<file path="src/hw/rtl/binned_pair_stat_accumulator_top_assert.svh">
// ----------------------------------------------------------------------------
// Assertion macros for the binned pair statistics accumulator
// Concurrent checks on a clock with an active-low asynchronous reset
// ----------------------------------------------------------------------------
`ifndef BINNED_PAIR_STAT_ACCUMULATOR_TOP_ASSERT_SVH
`define BINNED_PAIR_STAT_ACCUMULATOR_TOP_ASSERT_SVH
`ifndef SYNTHESIS
// same-cycle implication
`define BPSA_ASSERT_NOW(lbl, clk, rstn, ante, cons, msg) \
  lbl: assert property (@(posedge clk) disable iff (!rstn) (ante) |-> (cons)) \
    else $error(msg);
// next-cycle implication
`define BPSA_ASSERT_NEXT(lbl, clk, rstn, ante, cons, msg) \
  lbl: assert property (@(posedge clk) disable iff (!rstn) (ante) |=> (cons)) \
    else $error(msg);
`else
`define BPSA_ASSERT_NOW(lbl, clk, rstn, ante, cons, msg)
`define BPSA_ASSERT_NEXT(lbl, clk, rstn, ante, cons, msg)
`endif
`endif

</file>
<file path="src/hw/rtl/bpsa_pkg.sv">
// ----------------------------------------------------------------------------
// bpsa_pkg
// Shared types and constants of the binned pair statistics accumulator
// ----------------------------------------------------------------------------
`default_nettype none
package bpsa_pkg;

  // widest cell address, for up to 1024 bins per axis
  localparam int CELL_AW_MAX = 20;
  localparam int OPQ_DEPTH   = 2;
  localparam logic [30:0] BIN_WIDTH_RST = 31'd1000000;
  localparam logic [47:0] TESTED_MAX    = 48'hFFFF_FFFF_FFFF;
  localparam logic [31:0] COUNT_MAX     = 32'hFFFF_FFFF;

  typedef enum logic [2:0] {
    ST_COUNTED   = 3'd0,
    ST_TOO_CLOSE = 3'd1,
    ST_TOO_FAR   = 3'd2,
    ST_INVALID   = 3'd3,
    ST_RANGE     = 3'd4,
    ST_READ      = 3'd5
  } status_e;

  typedef enum logic [1:0] {
    CFG_INTRA_MODE   = 2'd0,
    CFG_BIN_WIDTH    = 2'd1,
    CFG_MIN_DISTANCE = 2'd2,
    CFG_MAX_DISTANCE = 2'd3
  } cfg_idx_e;

  typedef enum logic [1:0] {
    OP_REPORT = 2'd0,
    OP_READ   = 2'd1,
    OP_ACC    = 2'd2
  } op_kind_e;

  typedef enum logic [1:0] {
    FE_IDLE     = 2'd0,
    FE_CLASSIFY = 2'd1,
    FE_DIV      = 2'd2,
    FE_PUSH     = 2'd3
  } fe_state_e;

  typedef enum logic [2:0] {
    BE_CLEAR = 3'd0,
    BE_IDLE  = 3'd1,
    BE_READ  = 3'd2,
    BE_DIV   = 3'd3,
    BE_MUL   = 3'd4,
    BE_ADD   = 3'd5
  } be_state_e;

  typedef struct packed {
    op_kind_e                kind;
    status_e                 status;
    logic                    inc_tested;
    logic [CELL_AW_MAX-1:0]  addr;
    logic signed [17:0]      corr;
  } op_t;

endpackage
`default_nettype wire

</file>
<file path="src/hw/rtl/bpsa_fifo.sv">
// ----------------------------------------------------------------------------
// bpsa_fifo
// Short operation queue between the classifying front and the cell back end
// ----------------------------------------------------------------------------
`default_nettype none
module bpsa_fifo (
  input  wire logic          clk_i,
  input  wire logic          rst_ni,
  input  wire logic          push_i,
  input  wire bpsa_pkg::op_t data_i,
  output logic               full_o,
  input  wire logic          pop_i,
  output bpsa_pkg::op_t      data_o,
  output logic               empty_o
);
  import bpsa_pkg::*;

  localparam int PW = $clog2(OPQ_DEPTH);

  op_t             mem_q [OPQ_DEPTH];
  logic [PW-1:0]   wr_q, rd_q;
  logic [PW:0]     cnt_q;

  assign full_o  = cnt_q == (PW+1)'(OPQ_DEPTH);
  assign empty_o = cnt_q == '0;
  assign data_o  = mem_q[rd_q];

  always_ff @(posedge clk_i or negedge rst_ni) begin
    if (!rst_ni) begin
      wr_q  <= '0;
      rd_q  <= '0;
      cnt_q <= '0;
    end else begin
      if (push_i) begin
        wr_q <= (wr_q == PW'(OPQ_DEPTH - 1)) ? '0 : wr_q + 1'b1;
      end
      if (pop_i) begin
        rd_q <= (rd_q == PW'(OPQ_DEPTH - 1)) ? '0 : rd_q + 1'b1;
      end
      if (push_i && !pop_i) begin
        cnt_q <= cnt_q + 1'b1;
      end else if (pop_i && !push_i) begin
        cnt_q <= cnt_q - 1'b1;
      end
    end
  end

  always_ff @(posedge clk_i) begin
    if (push_i) begin
      mem_q[wr_q] <= data_i;
    end
  end
endmodule
`default_nettype wire

</file>
<file path="config.mk">
export PLATFORM = sky130hd
export DESIGN_NAME = bpsa_fifo
export DESIGN_NICKNAME = d
export VERILOG_FILES = /design/src/hw/rtl/binned_pair_stat_accumulator_top_assert.svh /design/src/hw/rtl/bpsa_pkg.sv /design/src/hw/rtl/bpsa_fifo.sv
export SDC_FILE = /design/constraint.sdc
export NUM_CORES = 1
export LEC_CHECK = 0
export ABC_AREA = 1
export ABC_CLOCK_PERIOD_IN_PS = 2700
export BUFFER_PORTS_ARGS = -buffer_cell sky130_fd_sc_hd__buf_2
export CAP_MARGIN = 5
export CORE_ASPECT_RATIO = 1.1
export CORE_MARGIN = 2
export CORE_UTILIZATION = 35
export CTS_CLUSTER_SIZE = 24
export DETAILED_ROUTE_END_ITERATION = 6
export SYNTH_ARGS = -nofsm -noshare
export SYNTH_HDL_FRONTEND = slang
export SYNTH_SLANG_ARGS = --single-unit
</file>
<file path="constraint.sdc">
create_clock -name clk_i -period 2.7 [get_ports clk_i]
set_input_delay 0.27 -clock clk_i [delete_from_list [all_inputs] [get_ports clk_i]]
set_output_delay 0.27 -clock clk_i [all_outputs]
set_load 0.005 [all_outputs]
</file>
---- Yosys cells after proc, flatten, opt, wreduce, memory -nomap -nowiden ----
Memory sizes are Yosys's and may differ from the RTL's.
Cells that the tools add are included.
storage, ports and cells
  register bits ........................... 4
  memory bits (writable) .................. 88
  input bits .............................. 48
  logic and storage cells ................. 21
  memories ................................ 1
memory list
  name   depth  width  rd ports  clocked after Yosys merged registers in  write ports  line             text
  mem_q  2      44     1         0                                        1            bpsa_fifo.sv:20  op_t mem_q [OPQ_DEPTH];
operators by class
  $add $sub $neg .......................... 4
  eq/ne operators ......................... 1
  mux-type cells .......................... 6
  reduce and logical (&&, ||, !) cells .... 6
operators with widths
  kind                                               count
  2-to-1 mux 1 bit                                   4
  2-to-1 mux 2 bit                                   2
  adder 1 bit (second input constant)                2
  adder 2 x 1 -> 2 bit (second input constant)       1
  equality test 2 bit (second input constant)        1
  logical AND 1 bit                                  2
  zero test 1 bit                                    2
  zero test 2 bit                                    1
  nonzero test 2 bit                                 1
  subtractor 2 x 1 -> 2 bit (second input constant)  1

---- Longest topological paths before layout ----
  word-level depth ........................ 4
  mapped depth ............................ 7
  mapped depth without buffers ............ 7

---- Worst setup path before layout ----
Ideal clock, no wire load.
  kind .................................... register -> register
  start point ............................. register wr_q
  end point ............................... memory mem_q[0][0] in the netlist's numbering, enable pin
  setup time .............................. 0.447 ns
  arrival ................................. 2.261 ns
  data required time ...................... 2.253 ns
  setup slack ............................. -0.007 ns
  stages on the path, launching flop included .. 2
  buffers on the path ..................... 0
  cell sequence ........................... dfrtp_1 nor2_1
RTL lines
  item                    line             text
  start, declared         bpsa_fifo.sv:21  logic [PW-1:0] wr_q, rd_q;
  start signal, assigned  bpsa_fifo.sv:35  wr_q <= (wr_q == PW'(OPQ_DEPTH - 1)) ? '0 : wr_q + 1'b1;
  end, declared           bpsa_fifo.sv:20
No word-level cell before the write port.

==> key figures <==
Run status
  – Outcome: completed

Drt
  – Antenna-violating nets left: 0
  – Via count: 1748
  – Wire length per cell: 15.5 µm
  – DRC viols: 0
  – WL final: 6.06 mm
  – DRT Pass-1 Iters: 6
  – Post-DR vias/cell: 4.46
  – DR iter-0 viols: 45

Power
  – Worst IR Drop VDD: 384 µV
  – PwrDens: 960 nW/µm²
  – Total power: 4180 µW
  – LEAKAGE: 0.00178 µW

CTS
  – Max clock buf depth: 2
  – TritonCTS clock tree: done
  – Clock root cell: clkbuf_8
  – Clk_lat worst skew: 0.35 ns
  – TritonCTS Sinks: 92
  – CTS Hold Bufs: 1
  – CTS clock-pin slew for the worst setup and hold paths: 0.08 ns
  – Htree depth: 3
  – Cts repair resizes: 0
  – CTS Buf Count: 9
  – # Post-CTS Setup Buffers: 0

Placement
  – Placed Cells: 375
  – Pre-CTS setup slack: 1.16 ns
  – DP HPWL: 4.03 mm
  – GP Congestion: 0.687
  – Port Buf Inserts: 93

Worst setup path
  – Max stage delay on crit path: 0.39 ns
  – Worst endpoint required time: 2.43 ns
  – Worst Setup Start Kind: register
  – Crit path from: rd_q
  – Crit-path cells: buf_4, mux2_2, buf_2
  – Crit path max fanout: 24
  – Worst Setup End Kind: primary output
  – Worst R2R Start: wr_q
  – Crit Path Class: reg -> out
  – Crit path DAT: 1.63 ns
  – Worst Reg-to-Reg Cells: 3
  – Critical path's slowest cell: buf_4
  – Setup slack, reg-to-reg: 1.26 ns
  – Crit Reg-Reg Endpoint: mem_q[1][16]

Floorplanning
  – Die width: 100 µm
  – Initial Util: 0.360
  – Die H: 110 µm
  – Rows: 38
  – Area of the core: 9940 µm²
  – Die area: 11100 µm²
  – I/O pins: 94

STA
  – Unrepaired setup endpoints after global routing: no
  – Hold Vio Cnt, Final: 0
  – Final period utilization: 0.704
  – Final worst slack: 0.800 ns
  – Skew final: 0.00419 ns
  – Slew Viols, Final: 0
  – Relative slew slack: 0.685
  – Tmin final: 1.90 ns
  – FMAX: 0.526 GHz
  – TNS Setup: 0 ns
  – Setup violations, final: 0
  – Slew of the pin with the lowest slew margin: 0.471 ns

Global route
  – Largest net degree at the start of global routing: 27
  – Initial antenna violation count: 0
  – GRT overflow: 0
  – Global-route wire length before repair: 8.83 mm
  – GRT Total Usage: 0.112
  – Vias in the first global route: 1785

Finish
  – Share of cells above drive strength 1: 0.581
  – Most common cell after layout, fill and taps aside: buf_2
  – Antenna diodes: 0
  – Final nets: 316
  – Final non-filler cell total: 392
  – Most frequent cells in the layout: buf_2, edfxtp_1, mux2_4, clkbuf_8, inv_1
  – P&R area growth vs syn: 21.7%

Hold path
  – Hold Path Depth: 1
  – Hold Path End: mem_q[0][25]
  – Hold_sp: data_i[25]
  – Hold/Removal Path Class: in -> reg

Yosys
  – Cell Area, Synth: 3580 µm²
  – Post-Syn Nets: 211
  – Sequential area share after synthesis: 0.766
  – Post-synthesis register bit count: 92
  – Synth Instances: 162
  – Synth Warn #: 0
  – Yosys cell types: 14
  – Synth Area per Inst: 22.1 µm²

Job
  – Max_cap viols: 0
-- metal layers --
layer  vias up  global-route usage  wire, µm
met3         5              0.0479       398
li1        827                   -         -
met5         -                   0         0
met2        63               0.178      3020
met4         0              0.0587        62
met1       853               0.129      2580
-- area by class of cell --
class                   instances  area [µm²]
clock inverters                 6        55.1
well taps                     120         150
inverters                       7        26.3
flip-flops and latches         92        2740
clock buffers                  10         128
repair buffers                 99         526
fillers                       908        5580
multi-input cells              58         729
-- worst max-delay path: cells and delay by family (launching register included) --
family                 cells  cell delay (ns)
buffers and inverters      2             0.51
flip-flops                 1             0.36
multiplexers               1             0.39
-- stage by stage --
stage / utilization / hold slack (ns) / area, µm²
after floorplan: - / -0.0256 / 3580
after global placement: 0.419 / 0.0826 / 4170
after detailed placement: 0.419 / 0.0821 / 4170
after CTS: 0.439 / 0.0714 / 4360
after global routing: 0.439 / 0.0641 / 4360
final: 0.439 / 0.101 / 4360
-- flip-flops by register name, indices dropped and copies added, names as in the netlist --
register and flops:
rd_q 1, cnt_q 2, wr_q 1, mem_q 88
-- report_power, final --
group / switching [µW] / total [µW] / internal [µW]
logic: 605 / 1340 / 734
clock network: 445 / 864 / 419
registers: 84.9 / 1980 / 1900
total: 1140 / 4180 / 3050
-- Yosys cell counts --
master,number,area [µm²]
xnor2_1,1,8.76
nand3_1,1,5.00
nand4_1,1,6.26
mux2_4,39,586
nand2_1,5,18.8
buf_6,1,11.3
inv_1,7,26.3
mux2_2,5,56.3
buf_12,4,80.1
xor2_1,2,17.5
ha_1,1,12.5
dfrtp_1,4,100
edfxtp_1,88,2640
nor2_1,3,11.3
-- how the worst max path moves through the flow --
stage	to	cells after the start
global placement	data_o[29]	3
finish	data_o[23]	3
CTS	data_o[23]	3
detailed placement	data_o[23]	3
global route	data_o[23]	3
floorplan	mem_q[0][0]	1
-- kinds of logic (layout without fill, tap and decap cells) --
family	count (synthesis)	after routing	synth area share
DFF	92	92	0.766
muxes	44	44	0.179
buffers and inverters	12	122	0.0328
and+or+nand+nor	10	10	0.0115
xor gates and xnor gates	3	3	0.00734
adders and majority gates	1	1	0.00349
(Power assumes the default switching activity.)
