File: config.mk
export PLATFORM = sky130hd
export DESIGN_NAME = bpsa_front
export DESIGN_NICKNAME = d
export VERILOG_FILES = /design/src/hw/rtl/binned_pair_stat_accumulator_top_assert.svh /design/src/hw/rtl/bpsa_pkg.sv /design/src/hw/rtl/bpsa_div.sv /design/src/hw/rtl/bpsa_front.sv
export SDC_FILE = /design/constraint.sdc
export NUM_CORES = 1
export LEC_CHECK = 0
export BUFFER_PORTS_ARGS = -buffer_cell sky130_fd_sc_hd__buf_2
export CORE_MARGIN = 5
export CORE_UTILIZATION = 55
export DETAILED_ROUTE_END_ITERATION = 12
export HOLD_SLACK_MARGIN = 0.06
export PLACE_DENSITY = 0.75
export SLEW_MARGIN = 20
export SYNTH_ARGS = -nofsm -noshare
export SYNTH_HDL_FRONTEND = slang
export SYNTH_SLANG_ARGS = --single-unit
File: constraint.sdc
create_clock -name clk_i -period 5.3 [get_ports clk_i]
set_input_delay 0.53 -clock clk_i [delete_from_list [all_inputs] [get_ports clk_i]]
set_output_delay 0.53 -clock clk_i [all_outputs]
set_load 0.005 [all_outputs]
File: src/hw/rtl/binned_pair_stat_accumulator_top_assert.svh
// ----------------------------------------------------------------------------
// Assertion macros for the binned pair statistics accumulator
// Concurrent checks on a clock with an active-low asynchronous reset
// ----------------------------------------------------------------------------
`ifndef BINNED_PAIR_STAT_ACCUMULATOR_TOP_ASSERT_SVH
`define BINNED_PAIR_STAT_ACCUMULATOR_TOP_ASSERT_SVH
`ifndef SYNTHESIS
// same-cycle implication
`define BPSA_ASSERT_NOW(lbl, clk, rstn, ante, cons, msg) \
  lbl: assert property (@(posedge clk) disable iff (!rstn) (ante) |-> (cons)) \
    else $error(msg);
// next-cycle implication
`define BPSA_ASSERT_NEXT(lbl, clk, rstn, ante, cons, msg) \
  lbl: assert property (@(posedge clk) disable iff (!rstn) (ante) |=> (cons)) \
    else $error(msg);
`else
`define BPSA_ASSERT_NOW(lbl, clk, rstn, ante, cons, msg)
`define BPSA_ASSERT_NEXT(lbl, clk, rstn, ante, cons, msg)
`endif
`endif

File: src/hw/rtl/bpsa_pkg.sv
// ----------------------------------------------------------------------------
// bpsa_pkg
// Shared types and constants of the binned pair statistics accumulator
// ----------------------------------------------------------------------------
`default_nettype none
package bpsa_pkg;

  // widest cell address, for up to 1024 bins per axis
  localparam int CELL_AW_MAX = 20;
  localparam int OPQ_DEPTH   = 2;
  localparam logic [30:0] BIN_WIDTH_RST = 31'd1000000;
  localparam logic [47:0] TESTED_MAX    = 48'hFFFF_FFFF_FFFF;
  localparam logic [31:0] COUNT_MAX     = 32'hFFFF_FFFF;

  typedef enum logic [2:0] {
    ST_COUNTED   = 3'd0,
    ST_TOO_CLOSE = 3'd1,
    ST_TOO_FAR   = 3'd2,
    ST_INVALID   = 3'd3,
    ST_RANGE     = 3'd4,
    ST_READ      = 3'd5
  } status_e;

  typedef enum logic [1:0] {
    CFG_INTRA_MODE   = 2'd0,
    CFG_BIN_WIDTH    = 2'd1,
    CFG_MIN_DISTANCE = 2'd2,
    CFG_MAX_DISTANCE = 2'd3
  } cfg_idx_e;

  typedef enum logic [1:0] {
    OP_REPORT = 2'd0,
    OP_READ   = 2'd1,
    OP_ACC    = 2'd2
  } op_kind_e;

  typedef enum logic [1:0] {
    FE_IDLE     = 2'd0,
    FE_CLASSIFY = 2'd1,
    FE_DIV      = 2'd2,
    FE_PUSH     = 2'd3
  } fe_state_e;

  typedef enum logic [2:0] {
    BE_CLEAR = 3'd0,
    BE_IDLE  = 3'd1,
    BE_READ  = 3'd2,
    BE_DIV   = 3'd3,
    BE_MUL   = 3'd4,
    BE_ADD   = 3'd5
  } be_state_e;

  typedef struct packed {
    op_kind_e                kind;
    status_e                 status;
    logic                    inc_tested;
    logic [CELL_AW_MAX-1:0]  addr;
    logic signed [17:0]      corr;
  } op_t;

endpackage
`default_nettype wire

File: src/hw/rtl/bpsa_div.sv
// ----------------------------------------------------------------------------
// bpsa_div
// Restoring unsigned divider, one quotient bit per cycle
// ----------------------------------------------------------------------------
`default_nettype none
module bpsa_div #(
  parameter int W_N = 32,
  parameter int W_D = 32
) (
  input  wire logic           clk_i,
  input  wire logic           rst_ni,
  input  wire logic           start_i,
  input  wire logic [W_N-1:0] dividend_i,
  input  wire logic [W_D-1:0] divisor_i,
  output logic                done_o,
  output logic      [W_N-1:0] quotient_o
);
  localparam int CW = $clog2(W_N + 1);

  logic           busy_q, busy_d, done_q, done_d;
  logic [CW-1:0]  cnt_q, cnt_d;
  logic [W_N-1:0] quo_q, quo_d;
  logic [W_D-1:0] rem_q, rem_d, dvs_q, dvs_d;
  logic [W_D:0]   rem_sh, diff;
  logic           ge;

  always_comb begin
    rem_sh = {rem_q, quo_q[W_N-1]};
    diff   = rem_sh - {1'b0, dvs_q};
    ge     = rem_sh >= {1'b0, dvs_q};
    busy_d = busy_q;
    done_d = done_q;
    cnt_d  = cnt_q;
    quo_d  = quo_q;
    rem_d  = rem_q;
    dvs_d  = dvs_q;
    if (start_i) begin
      busy_d = 1'b1;
      done_d = 1'b0;
      cnt_d  = CW'(W_N);
      quo_d  = dividend_i;
      rem_d  = '0;
      dvs_d  = divisor_i;
    end else if (busy_q) begin
      quo_d = {quo_q[W_N-2:0], ge};
      rem_d = ge ? diff[W_D-1:0] : rem_sh[W_D-1:0];
      cnt_d = cnt_q - 1'b1;
      if (cnt_q == CW'(1)) begin
        busy_d = 1'b0;
        done_d = 1'b1;
      end
    end
  end

  always_ff @(posedge clk_i or negedge rst_ni) begin
    if (!rst_ni) begin
      busy_q <= 1'b0;
      done_q <= 1'b0;
      cnt_q  <= '0;
    end else begin
      busy_q <= busy_d;
      done_q <= done_d;
      cnt_q  <= cnt_d;
    end
  end

  always_ff @(posedge clk_i) begin
    quo_q <= quo_d;
    rem_q <= rem_d;
    dvs_q <= dvs_d;
  end

  assign done_o     = done_q;
  assign quotient_o = quo_q;
endmodule
`default_nettype wire

File: src/hw/rtl/bpsa_front.sv
// ----------------------------------------------------------------------------
// bpsa_front
// Takes input beats, applies distance and validity filters, bins positions or passes on cell reads
// ----------------------------------------------------------------------------
`default_nettype none
module bpsa_front #(
  parameter int BINS_PER_AXIS = 64
) (
  input  wire logic               clk_i,
  input  wire logic               rst_ni,
  input  wire logic               cfg_valid_i,
  input  wire logic [1:0]         cfg_index_i,
  input  wire logic [31:0]        cfg_data_i,
  input  wire logic               push,
  output logic                    full,
  input  wire logic               clr_busy_i,
  input  wire logic               opcode_i,
  input  wire logic signed [17:0] corr_value_i,
  input  wire logic               corr_valid_i,
  input  wire logic [30:0]        pos_a_i,
  input  wire logic [30:0]        pos_b_i,
  input  wire logic [5:0]         cell_row_i,
  input  wire logic [5:0]         cell_col_i,
  output logic                    op_push_o,
  output bpsa_pkg::op_t           op_o,
  input  wire logic               op_full_i
);
  import bpsa_pkg::*;

  fe_state_e          state_q, state_d;
  logic               intra_q;
  logic [30:0]        bw_q;
  logic [31:0]        min_q, max_q;
  logic               opc_q, vld_q;
  logic signed [17:0] corr_q;
  logic [30:0]        pa_q, pb_q;
  logic [5:0]         row_q, col_q;
  op_t                op_q, op_d;
  logic               div_start, div_done;
  logic [30:0]        qa, qb;
  logic signed [32:0] gap, mx, mn;
  logic               too_far, too_close;

  assign full = (state_q != FE_IDLE) || clr_busy_i;

  always_comb begin
    gap       = $signed({2'b00, pb_q}) - $signed({2'b00, pa_q});
    mx        = $signed({max_q[31], max_q});
    mn        = $signed({min_q[31], min_q});
    too_far   = intra_q && !max_q[31] && (gap > mx);
    too_close = intra_q && !min_q[31] && (gap < mn);
  end

  always_comb begin
    state_d    = state_q;
    op_d       = op_q;
    div_start  = 1'b0;
    op_push_o  = 1'b0;
    unique case (state_q)
      FE_IDLE: begin
        if (push && !full) begin
          state_d = FE_CLASSIFY;
        end
      end
      FE_CLASSIFY: begin
        op_d.corr       = corr_q;
        op_d.kind       = OP_REPORT;
        op_d.inc_tested = 1'b0;
        op_d.addr       = '0;
        op_d.status     = ST_COUNTED;
        state_d         = FE_PUSH;
        if (opc_q) begin
          if (32'(row_q) >= 32'(BINS_PER_AXIS) || 32'(col_q) >= 32'(BINS_PER_AXIS)) begin
            op_d.status = ST_RANGE;
          end else begin
            op_d.kind   = OP_READ;
            op_d.status = ST_READ;
            op_d.addr   = CELL_AW_MAX'(32'(row_q) * 32'(BINS_PER_AXIS) + 32'(col_q));
          end
        end else if (too_far) begin
          op_d.status = ST_TOO_FAR;
        end else if (too_close) begin
          op_d.status = ST_TOO_CLOSE;
        end else if (!vld_q) begin
          op_d.status = ST_INVALID;
        end else begin
          div_start = 1'b1;
          state_d   = FE_DIV;
        end
      end
      FE_DIV: begin
        if (div_done) begin
          op_d.inc_tested = 1'b1;
          if (32'(qa) >= 32'(BINS_PER_AXIS) || 32'(qb) >= 32'(BINS_PER_AXIS)) begin
            op_d.status = ST_RANGE;
          end else begin
            op_d.kind   = OP_ACC;
            op_d.status = ST_COUNTED;
            op_d.addr   = CELL_AW_MAX'(32'(qa) * 32'(BINS_PER_AXIS) + 32'(qb));
          end
          state_d = FE_PUSH;
        end
      end
      FE_PUSH: begin
        if (!op_full_i) begin
          op_push_o = 1'b1;
          state_d   = FE_IDLE;
        end
      end
      default: state_d = FE_IDLE;
    endcase
  end

  assign op_o = op_q;

  always_ff @(posedge clk_i or negedge rst_ni) begin
    if (!rst_ni) begin
      state_q <= FE_IDLE;
      intra_q <= 1'b1;
      bw_q    <= BIN_WIDTH_RST;
      min_q   <= '1;
      max_q   <= '1;
    end else begin
      state_q <= state_d;
      if (cfg_valid_i) begin
        unique case (cfg_idx_e'(cfg_index_i))
          CFG_INTRA_MODE:   intra_q <= cfg_data_i[0];
          CFG_BIN_WIDTH:    bw_q    <= cfg_data_i[30:0];
          CFG_MIN_DISTANCE: min_q   <= cfg_data_i;
          CFG_MAX_DISTANCE: max_q   <= cfg_data_i;
          default: ;
        endcase
      end
    end
  end

  always_ff @(posedge clk_i) begin
    op_q <= op_d;
    if (state_q == FE_IDLE && push && !full) begin
      opc_q  <= opcode_i;
      corr_q <= corr_value_i;
      vld_q  <= corr_valid_i;
      pa_q   <= pos_a_i;
      pb_q   <= pos_b_i;
      row_q  <= cell_row_i;
      col_q  <= cell_col_i;
    end
  end

  // both positions are binned in parallel and finish together
  bpsa_div #(.W_N(31), .W_D(31)) u_div_a (
    .clk_i, .rst_ni, .start_i(div_start), .dividend_i(pa_q), .divisor_i(bw_q),
    .done_o(div_done), .quotient_o(qa)
  );

  bpsa_div #(.W_N(31), .W_D(31)) u_div_b (
    .clk_i, .rst_ni, .start_i(div_start), .dividend_i(pb_q), .divisor_i(bw_q),
    .done_o(), .quotient_o(qb)
  );
endmodule
`default_nettype wire

After elaboration in Yosys (flattened, before gate mapping). Cells that the tools add are included.

Bits in registers: 404. Input bits: 134. Output and inout port bits: 46. Logic and storage cells: 124.

$add $sub $neg: 7. Magnitude comparators: 6. Eq/ne operators: 12. Mux-type cells: 45. Reductions and logical operators: 27.

Operator list (count): $mux W31 (6); $ge A32 B31 Y1 (2); $ge A31 B7 Y1 const B (2); $sub A31 B31 Y31 (2); $pmux W26 S2 (1); $gt A32 B32 Y1 (1); $lt A32 B32 Y1 (1); $sub A31 B31 Y32 (1); $mux W26 (1); $mux W1 (21); $add A20 B20 Y20 (1); $mux W20 (1); $mux W5 (4); $mux W2 (7); $add A12 B6 Y13 (1); $mux W13 (1); $reduce_and A2 Y1 (6); $eq A5 B1 Y1 const B (2); $reduce_bool A2 Y1 (5); $sub A5 B1 Y5 const B (2); $eq A2 B2 Y1 const B (4); $pmux W2 S4 (1); $logic_and A1 B1 Y1 (7); $mux W3 (2); 7 further kinds (15).

Depth between registers and ports, before layout.
Depth after elaboration: 9. Gate-level depth with buffers: 26. Mapped depth without buffers: 23.

By module. From an unflattened synthesis, not the netlist that was laid out.

Cells, all modules: 2143. Area, all modules: 23964.2 µm².

By module, submodules not included: bpsa_front (times used 1, cells an instance 949, area each 12142.9 µm², sequential area each 6686.4 µm²); bpsa_div (u_div_a) (times used 1, cells an instance 594, area each 5970.7 µm², sequential area each 2657.5 µm²); bpsa_div (u_div_b) (times used 1, cells an instance 600, area each 5850.6 µm², sequential area each 2657.5 µm²).

Worst setup path before layout. Ideal clock, no wire load.

Kind: reg2reg. From: reg pb_q[3]. To: reg u_div_b.dvs_q[0] (enable). Library setup time: 0.407 ns. Arrival time: 5.073 ns. Data required time: 4.893 ns. Slack: -0.180 ns. Stages on the path, launching flop included: 20. Path buffers: 3. Clock period less this slack: 5.480 ns. Cells stage by stage: edfxtp_1 ha_1 or4_1 o22ai_1 o41ai_1 o31a_1 o22a_1 a211o_1 a21oi_1 xnor2_1 ha_1 nand4_1 nor2_1 nand3_1 nor4_1 a211o_1 and4_1 buf_6 buf_2 buf_1.

Word-level cells in the longest chain between the ends: 7. Elaborated cells on any way between the ends: 9. Those cells by class: add/sub: 1; order compare: 2; mux: 4; reduce/logical: 2.

RTL lines: start, declared (line bpsa_front.sv:36) `logic [30:0] pa_q, pb_q;`; start signal, assigned (line bpsa_front.sv:144) `pb_q <= pos_b_i;`; $sub A31 B31 Y32 * (line bpsa_front.sv:47) `gap = $signed({2'b00, pb_q}) - $signed({2'b00, pa_q});`; $lt A32 B32 Y1 (line bpsa_front.sv:51) `too_close = intra_q && !min_q[31] && (gap < mn);`; $logic_and A1 B1 Y1 (line bpsa_front.sv:51); $mux W1 (line bpsa_front.sv:82) `end else if (too_close) begin`; $mux W1 * (line bpsa_front.sv:80) `end else if (too_far) begin`; $mux W1 * (line bpsa_front.sv:72) `if (opc_q) begin`; $mux W1 * (line bpsa_front.sv:59) `unique case (state_q)`; named net div_start (line bpsa_front.sv:39) `logic div_start, div_done;`; end signal, assigned (line bpsa_div.sv:70) `dvs_q <= dvs_d;`; end, declared (line bpsa_div.sv:23) `logic [W_D-1:0] rem_q, rem_d, dvs_q, dvs_d;`.

The timed path passes the listed nets; every way through them passes the cells marked *. A chain may end at the register's enable or synchronous reset.

Final worst setup path.
From: reg pa_q[1]. To: reg u_div_b.quo_q[15], in the netlist u_div_b.quotient_o[15], data pin.

Word-level cells in the longest chain between the ends: 8. Elaborated cells on any way between the ends: 10. Those cells by class: add/sub: 1; order compare: 2; mux: 5; reduce/logical: 2.

RTL lines: start, declared (line bpsa_front.sv:36); start signal, assigned (line bpsa_front.sv:143) `pa_q <= pos_a_i;`; $sub A31 B31 Y32 * (line bpsa_front.sv:47); $lt A32 B32 Y1 (line bpsa_front.sv:51); $logic_and A1 B1 Y1 (line bpsa_front.sv:51); $mux W1 (line bpsa_front.sv:82); $mux W1 * (line bpsa_front.sv:80); $mux W1 * (line bpsa_front.sv:72); $mux W1 * (line bpsa_front.sv:59); $mux W31 * (line bpsa_div.sv:37) `if (start_i) begin`; named net u_div_b.quo_d[15] (line bpsa_div.sv:22) `logic [W_N-1:0] quo_q, quo_d;`; end signal, assigned (line bpsa_div.sv:68) `quo_q <= quo_d;`; end, declared (line bpsa_div.sv:22).

Marked as above.

==> flow_summary.toml <==
[global_routing]
grt_max_degree = 68
antenna_found_initial = 9
grt_pass1_vias = 16300
grt_use_total_pct = 24.3
grt_overflow = 0
grt_first_pass_wirelength_mm = 86.4

[route]
first_pass_iters = 5
wl_per_cell_um = 19.9
routed_wl_mm = 54.8
drc = 0
via_per_inst = 5.82
vias = 16000
postRouteAntennaNets = 0
drt_first_iter_violations = 1106

[min_path]
hp-class = "in -> reg"
holdCritStartpoint = "cell_row_i[2]"

[timing]
worst_slew_pin_slew_ns = 1.05
hold_ws_ns = 0.116
setup_ws_ns = 0.186
relSlewSlack_pct = 29.2
tns_ns = 0
final_hold_viol_count = 0
period_share_pct = 96.5
min_period_ns = 5.11
report.final.slew_viol_count = 0
fin_skew_ns = 0.0215
finalSetupViolations = 0
max_freq_mhz = 196

[placement]
port_buffers = 179
finalWeightedCongestion = 0.905
dpl.hpwl_mm = 41.2
dp_slack_ns = -0.0771
dp_cells = 2661

[run_status]
outcome = "completed"

[floorplan]
rows = 73
fp.dieH_um = 211
core_um2 = 39800
ios = 180
dieArea_um2 = 44500
start_util_pct = 55.8
die_x_um = 211

[clock_tree]
clkLatencyLatePin_ns = 0.59
cts_sinks = 404
cts_tree = "done"
cts.path.max_buffers = 3
path_clk_slew_ns = 0.06
cts_buffers = 43
root_buffer = "clkbuf_16"
htreeDepth = 2

[final_layout]
layout-drive-gt1-share_pct = 25.5
final_nets = 2502
stdcell_count = 2752
syn2layout_area_growth_pct = 15.1
largest_reg_flops = 44

[setup_path]
endpoint_kind = "register"
cp-start-kind = "register"
r2r_start = "pa_q[1]$_DFFE_PP_"
worstPathCellList = "inv_2, ha_1, nor2b_1, o31a_1, o22ai_1, buf_4, o41ai_2, o31a_1, o22a_2, a211o_1, a21oi_2, xnor2_2, ha_1, nand4_1, nor2_4, nand3_1, nor4_1, a211o_1, and4_4, buf_12, buf_12, mux2_2"
cp_top_family = "compound AO/OA/AOI/OAI gates"
cp.buffers_inverters = 4
critPathMaxFanout = 21
path_class = "reg -> reg"
crit_start = "pa_q[1]$_DFFE_PP_"
critPathRequiredTime_ns = 5.63
max_stage_delay_ns = 0.43
slowest_stage = "edfxtp_1"
cp.arrival_ns = 5.44

[logic_synthesis]
ys_seq_area_share_pct = 49.7
yosys.area.top_type = "edfxtp_1"
ys_types = 67
synth_edf_count = 231
syn_inst = 1977
ys_ff_latch = 404
avgSynthCellArea_um2 = 11.2
synth_ff_type = "edfxtp_1"
yosys-top-cells-area = "edfxtp_1 (31%), ha_1 (10%), dfstp_2 (8.5%)"
syn_area_um2 = 22200
synth.top_cells.by_count = "edfxtp_1 (231), ha_1 (177), inv_1 (170), mux2_2 (159), nor2_1 (132)"
synth.most_common_cell = "edfxtp_1"
yosysWarnings = 0
synth_nets = 2292
synth-async-reset-ratio_pct = 27.5
yosysTopAreaCellShare_pct = 31.2

[pwr]
power.leakage_nw = 11.1
irDropWorstVdd_v = 0.000391
cellPowerDensity_nw_per_um2 = 609
power_mw = 15.6

[flow_run]
drv_cap = 0
## area by class of cell
cell class	instances	area [µm²]
Fill cell	3151	14300
Tap cell	525	657
Timing Repair Buffer	227	1350
Multi-Input combinational cell	1341	10400
Clock buffer	54	1150
Clock inverter	26	325
Antenna cell	5	12.5
Inverter	170	638
Sequential cell	404	11000
## layer usage
layer | routed length (µm) | global-route usage, % | vias up
met3 | 2670 | 4.00 | 110
met4 | 1610 | 8.29 | 4
li1 | - | - | 7695
met1 | 23600 | 31.9 | 7829
met5 | 21 | 0.431 | -
met2 | 26900 | 41.1 | 377
## cells by family (layout without fill, tap and decap cells)
group / Yosys count / after routing / share of synthesized area, %
AOI/OAI and AO/OA: 454 / 454 / 13.5
and+or+nand+nor: 429 / 429 / 9.46
DFF: 404 / 404 / 49.7
buffers and inverters: 232 / 477 / 4.05
muxes: 192 / 192 / 9.55
adders and majority gates: 181 / 181 / 10.3
xor gates and xnor gates: 85 / 85 / 3.35
other: 0 / 5 / 0
## power by group
part           total (mW)  leakage [nW]  switching [mW]  internal, mW
sequential           5.34          3.93           0.678          4.66
combinational        7.10          6.42            3.87          3.23
clock                3.12         0.712            1.28          1.84
total                15.6          11.1            5.83          9.74
## path summary, 6_finish.rpt
path | end | slack (ns) | depth (start not counted)
worst max-delay path | u_div_b.quotient_o[15]$_DFFE_PP_ | 0.19 | 22
worst min-delay path | row_q[2]$_DFFE_PP_ | 0.12 | 1
worst max register to register | u_div_b.quotient_o[15]$_DFFE_PP_ | 0.19 | 22
worst min register to register | op_o[2]$_DFFE_PP_ | 0.42 | 0
max in group asynchronous | bw_q[8]$_DFFE_PN0P_ | 3.52 | 3
min in group asynchronous | u_div_b.busy_q$_DFF_PN0_ | 0.56 | 2
## through the flow
step / area [µm²] / utilization [%]
after global routing: 25600 / 64.2
after global placement: 23900 / 60.0
after detailed placement: 23900 / 60.0
final: 25600 / 64.2
after CTS: 25400 / 63.8
after floorplan: 22200 / -
## layout by cell type (no fill, tap or decap), types with 71 or more instances in the layout
cell type and instances:
nand2_1 85, nor2_1 130, mux2_2 159, inv_1 169
ha_1 174, dfstp_2 72, o21ai_0 71, a21o_1 72
edfxtp_1 231, buf_2 178, a21oi_1 104
## what timing repair did
item	4_1_cts	5_1_grt
buffers inserted	2	3
pin swaps	1	6
resized for setup	1	30
hold endpoints to repair	21	0
hold buffers	1	0
endpoints found under the setup margin	76	230
Power figures use the tool's default switching activity.
